==> config.mk <==
export PLATFORM = sky130hd
export DESIGN_NAME = gbi_axis
export DESIGN_NICKNAME = d
export VERILOG_FILES = /design/src/sv/gbi_pkg.sv /design/src/sv/gbi_axis.sv
export SDC_FILE = /design/constraint.sdc
export NUM_CORES = 2
export LEC_CHECK = 0
export BUFFER_PORTS_ARGS = -buffer_cell sky130_fd_sc_hd__buf_2
export CAP_MARGIN = 15
export CORE_MARGIN = 2
export CORE_UTILIZATION = 55
export CTS_BUF_LIST = sky130_fd_sc_hd__clkbuf_4
export DETAILED_ROUTE_END_ITERATION = 8
export PLACE_DENSITY_LB_ADDON = 0.3
export SLEW_MARGIN = 5
export SYNTH_ARGS = -nofsm -noshare
export SYNTH_HDL_FRONTEND = slang
export SYNTH_SLANG_ARGS = --single-unit
==> constraint.sdc <==
create_clock -name clk -period 9.7 [get_ports clk]
set_input_delay 0 -clock clk [delete_from_list [all_inputs] [get_ports clk]]
set_output_delay 0 -clock clk [all_outputs]
set_load 0.02 [all_outputs]
==> src/sv/gbi_pkg.sv <==
// Shared constants and types for the grid bilinear interpolator.
`default_nettype none
package gbi_pkg;

  localparam int MAX_COLUMNS = 64;
  localparam int MAX_ROWS    = 64;
  localparam int VALUE_BITS  = 24;

  localparam int FIELD_W     = 24;
  localparam int COORD_W     = 32;
  localparam int CFG_INDEX_W = 4;
  localparam int CFG_DATA_W  = 32;
  localparam int LOAD_IDX_W  = 12;
  localparam int COUNT_W     = 7;
  localparam int WT_W        = 17;

  // One in Q1.16 weight format and one half in Q.32 grid units.
  localparam logic [WT_W-1:0] WT_ONE    = 17'h1_0000;
  localparam logic [63:0]     HALF_Q32  = 64'h0000_0000_8000_0000;

  localparam logic [31:0] INV_SPACING_RESET = 32'h0100_0000;

  typedef enum logic {
    OP_LOAD  = 1'b0,
    OP_QUERY = 1'b1
  } op_t;

  typedef enum logic [CFG_INDEX_W-1:0] {
    CFG_X_ORIGIN      = 4'd0,
    CFG_Z_ORIGIN      = 4'd1,
    CFG_INV_X_SPACING = 4'd2,
    CFG_INV_Z_SPACING = 4'd3,
    CFG_COLUMNS       = 4'd4,
    CFG_ROWS          = 4'd5,
    CFG_INTERP_MODE   = 4'd6,
    CFG_BOUNDS_MODE   = 4'd7
  } cfg_reg_t;

  typedef enum logic {
    INTERP_NEAREST  = 1'b0,
    INTERP_BILINEAR = 1'b1
  } interp_t;

  typedef enum logic {
    BOUNDS_CLAMP = 1'b0,
    BOUNDS_ERROR = 1'b1
  } bounds_t;

endpackage
`default_nettype wire

==> src/sv/gbi_axis.sv <==
// One coordinate axis: offset, magnitude, scaling to Q.32 grid units and domain clamp.
`default_nettype none
module gbi_axis #(
  parameter int N_MAX = gbi_pkg::MAX_COLUMNS
) (
  input  wire logic                            clk,
  input  wire logic [31:0]                     coord,
  input  wire logic [31:0]                     origin,
  input  wire logic [31:0]                     inv,
  input  wire logic [$clog2(N_MAX+1)-1:0]      n_eff,
  output logic      [32+$clog2(N_MAX)-1:0]     pos,
  output logic                                 outside
);

  localparam int CW = $clog2(N_MAX + 1);
  localparam int PW = 32 + $clog2(N_MAX);

  logic [32:0] d_r;
  logic [32:0] absd_r;
  logic        neg_r;
  logic [64:0] mag_r;
  logic        neg2_r;
  logic [64:0] top;
  logic [PW-1:0] pos_r;
  logic          outside_r;

  always_ff @(posedge clk) begin
    d_r    <= {coord[31], coord} - {origin[31], origin};
    neg_r  <= d_r[32];
    absd_r <= d_r[32] ? (~d_r + 33'd1) : d_r;
    mag_r  <= 65'(absd_r) * 65'(inv);
    neg2_r <= neg_r;
  end

  assign top = 65'(n_eff - CW'(1)) << 32;

  always_ff @(posedge clk) begin
    if (neg2_r && (mag_r != 65'd0)) begin
      pos_r     <= '0;
      outside_r <= 1'b1;
    end else if (mag_r > top) begin
      pos_r     <= PW'(top);
      outside_r <= 1'b1;
    end else begin
      pos_r     <= PW'(mag_r);
      outside_r <= 1'b0;
    end
  end

  assign pos     = pos_r;
  assign outside = outside_r;

endmodule
`default_nettype wire

* Word-level counts from Yosys, hierarchy flattened *
Cells that the tools add are included.

operators by class
  add/sub/neg operators = 3
  multiply operators = 1
  $lt $le $gt $ge = 1
  mux-type cells = 3
  bitwise logic cells = 1
  reductions and logical operators = 3

operator list
  kind                   count
  $gt 65x65->1           1
  $mul 33x32->65         1
  $reduce_bool 65->1     1
  $mux 38                1
  $add 33x1->33 const B  1
  $not 33->33            1
  $sub 32x32->33         1
  $mux 32                1
  $sub 7x1->8 const B    1
  $reduce_or 2->1        1
  $logic_and 1x1->1      1
  $mux 1                 1

word-level totals
  bits in registers = 172
  input bits = 104
  output and inout bits = 39
  logic and storage cells = 21

* Logic depth before layout (Yosys ltp) *
  word-level depth = 3
  mapped depth = 30
  depth with buffers taken out = 28

* Worst setup path after synthesis *
No wires, ideal clock.

  path kind = register to register
  from = reg absd_r[29]
  to = reg mag_r[61]
  library setup time = 0.120 ns
  arrival time = 7.230 ns
  required time = 9.580 ns
  path slack = 2.350 ns
  cell stages (with the launch flop) = 27
  path buffers = 1
  clock period less this slack = 7.350 ns
  cell sequence = dfxtp_1 > clkbuf_1 > nand2_1 > fa_1 > inv_1 > fa_1 > fa_1 > inv_1 > fa_1 > inv_1 > fa_1 > fa_1 > fa_1 > inv_1 > fa_1 > inv_1 > ha_1 > and2_1 > and3_1 > a221oi_1 > o21ai_0 > a21oi_1 > nor2_1 > or3_1 > a221oi_2 > nor4_1 > o31a_1

between the ends
  longest elaborated chain between the ends = 1

ends and longest elaborated chain
  what                    line            source
  start, declared         gbi_axis.sv:19  logic [32:0] absd_r;
  start signal, assigned  gbi_axis.sv:30  absd_r <= d_r[32] ? (~d_r + 33'd1) : d_r;
  $mul 33x32->65          gbi_axis.sv:31  mag_r <= 65'(absd_r) * 65'(inv);
  end signal, assigned    gbi_axis.sv:31
  end, declared           gbi_axis.sv:21  logic [64:0] mag_r;

Every way passes these cells.
A chain may end at the register's enable or synchronous reset.

* Worst setup path after layout *
  from = reg absd_r[20]
  to = reg mag_r[62]

The elaborated chain is that of the path after synthesis.

==> qor.yml <==
sta:
  tns_ns: 0
  worst_slew_pin_slew_ns: 1.12
  skew_ns: 0.0764
  relSlewSlack: 0.249
  period_share: 0.875
  finalSetupViolCount: 0
  grt_setup_unrepaired: "no"
  timing.fmax_mhz: 118
  slew_viol_final: 0
  hold_viol: 0
  fin_crit_ns: 8.49
floorplanning:
  die_area_mm2: 0.0773
  core-area_mm2: 0.0744
  start_util: 0.555
  ios: 143
  rows: 100
  die_x_um: 278
  fp.dieH_um: 278
cells_and_area:
  nets: 5991
  mostFrequentLayoutCells: "998 x inv_1, 927 x fa_1, 620 x nand2_1"
  syn2layout_area_growth_pct: 6.83
  regArea_mm2: 0.00344
  fill_cells: 6511
  multi_input_area_mm2: 0.0332
  layout_commonest_cell: "inv_1"
  layout-drive-gt1-share: 0.0508
route:
  ant_nets: 0
  drt_iter0_markers: 1726
  viasPerCell: 5.42
  routed_wl_um: 103000
  drt-pass1-iter-count: 6
  avgRoutedWirePerCell_um: 18.4
  drc: 0
  vias: 30400
clocking:
  cts_sinks: 172
  root_buffer: "clkbuf_4"
  cts_buffers: 17
  path_clk_slew_ns: 0.25
  cts_resized: 0
  htreeDepth: 4
  clock_latency_ns: 0.75
  cts.path.max_buffers: 2
  cts_tree: "done"
setup_path:
  crit_path_max_fanout: 19
  start_kind: "register"
  arrival_ns: 9.05
  cp-end-kind: "register"
  required_ns: 10.26
  path_class: "reg -> reg"
placement:
  globalplace.congestion: 0.898
  place_hpwl_um: 84600
  port_buffers: 142
synthesis:
  synth_edf_count: 0
  synth_top_family_by_area: "adder cells"
  synth_fa_ha_area_frac: 0.550
  synth_area_leaders: "fa_1 45%, ha_1 10%, inv_1 9.1%, and2_1 8.4%, dfxtp_1 8.3%"
  synth_nets: 5908
  synth.avg_cell_area_um2: 9.08
  async_reset_ff_frac: 0
  synthFlopType: "dfxtp_1"
  synth_seq_cells: 172
  synth_simple_gate_area_share: 0.171
  synth_area_mm2: 0.0413
  synth_top_area_cell: "fa_1"
  yosys.area.top_type_share: 0.449
  yosysWarnings: 0
  ys_seq_area_frac: 0.0834
  synthCells: 4546
  yosysUniqueCellTypes: 66
  synth-compound-area-share: 0.0562
  synthXorXnorAreaFrac: 0.0259
  synth_mux_area_frac: 0.00170
global_route:
  grt_max_degree: 35
  antenna_found_initial: 1
  grt_pass1_wl_um: 171000
  grt_overflow_total: 0
  track_usage: 0.280
  grt_pass1_vias: 33000
run:
  maxCapViolCount: 0
worst_hold_path:
  min_path_type: "in -> reg"
status:
  status: "complete, no violations"
==> state kept, by name, indices dropped and copies added (netlist names) <==
signal	count
outside	1
neg_r	1
neg2_r	1
pos	38
absd_r	33
d_r	33
mag_r	65
==> worst max-delay path: stages (launching register included) <==
cell and delay [ns]:
dfxtp_1 0.98, nand2_1 0.18, fa_1 0.60, fa_1 0.43, fa_1 0.51, fa_1 0.55
inv_1 0.05, fa_1 0.51, inv_1 0.06, fa_1 0.58, fa_1 0.46, fa_1 0.56
inv_1 0.06, ha_1 0.36, nand2_1 0.12, nor2_1 0.16, nand4_1 0.13, or4_1 0.57
o211a_1 0.21, a2111oi_0 0.48, nor2_1 0.19, mux2i_1 0.15, a2111oi_0 0.39
==> cells in the mapped netlist (10+ instances only) <==
cell and n:
o21ai_0 57, inv_1 998, xor2_1 33, nand2b_1 12, dfxtp_1 172, nand4_1 22
and2_1 557, o31ai_1 19, and3_1 11, clkbuf_1 228, nand3_1 31, nand2_1 620
a21oi_1 112, a21o_1 57, ha_1 331, a31oi_1 13, nor2b_1 17, xnor2_1 89
o21bai_1 25, nor2_1 56, o21a_1 11, nor4_1 25, or4_1 10, fa_1 927
nor3_1 18
==> layer usage <==
layer / GRT usage / up-vias / wire, um / share of wire
met2: 0.501 / 989 / 53500 / 0.52
li1: - / 13700 / - / -
met3: 0.0322 / 239 / 5200 / 0.050
met1: 0.350 / 15500 / 40400 / 0.39
met4: 0.102 / 0 / 3860 / 0.037
met5: 0 / - / 0 / 0
==> kinds of logic (layout without fill, tap and decap cells) <==
kind of cell / count (synthesis) / in the layout
AND/OR/NAND/NOR: 1401 / 1401
adder cells (fa/ha/maj): 1258 / 1258
buffers and inverters: 1230 / 1326
AO/OA/AOI/OAI: 356 / 356
flip-flops: 172 / 172
XOR/XNOR: 122 / 122
multiplexers: 7 / 7
other: 0 / 2
==> path summary, 6_finish.rpt <==
kind,slack [ns],depth (start not counted),endpoint,startpoint
hold reg to reg,0.40,0,absd_r[0]$_DFF_P_,d_r[0]$_DFF_P_
hold / removal,0.13,5,d_r[0]$_DFF_P_,coord[0]
setup reg to reg,1.21,22,mag_r[62]$_DFF_P_,absd_r[20]$_DFF_P_
setup / recovery,1.21,22,mag_r[62]$_DFF_P_,absd_r[20]$_DFF_P_
==> per-stage QoR <==
step                cell area, um2  utilization  instances  worst slack, ns  hold slack [ns]
floorplan                    41300            -       4546             2.35            0.170
global placement             42700        0.573       5470             1.48            0.285
detailed placement           42700        0.573       5470             1.36            0.284
CTS                          44100        0.593       5611             1.19           0.0678
global route                 44100        0.593       5612            0.851            0.123
finish                       44100        0.593       5613             1.21            0.125
==> repair_timing <==
action	CTS	global route
endpoints found under the hold margin	40	0
setup buffers	0	0
hold buffers	109	0
==> final cells by class <==
type / count / area share
Timing Repair Buffer: 295 / 0.0483
Clock buffer: 17 / 0.00289
Antenna cell: 2 / 0.000113
Tap cell: 969 / 0.0275
Sequential cell: 172 / 0.0780
Inverter: 999 / 0.0850
Clock inverter: 15 / 0.00485
Multi-Input combinational cell: 3144 / 0.753
Power is left out: the tool's default activity adds up to more than one toggle a clock period on the data nets, which glitch-free logic cannot reach.
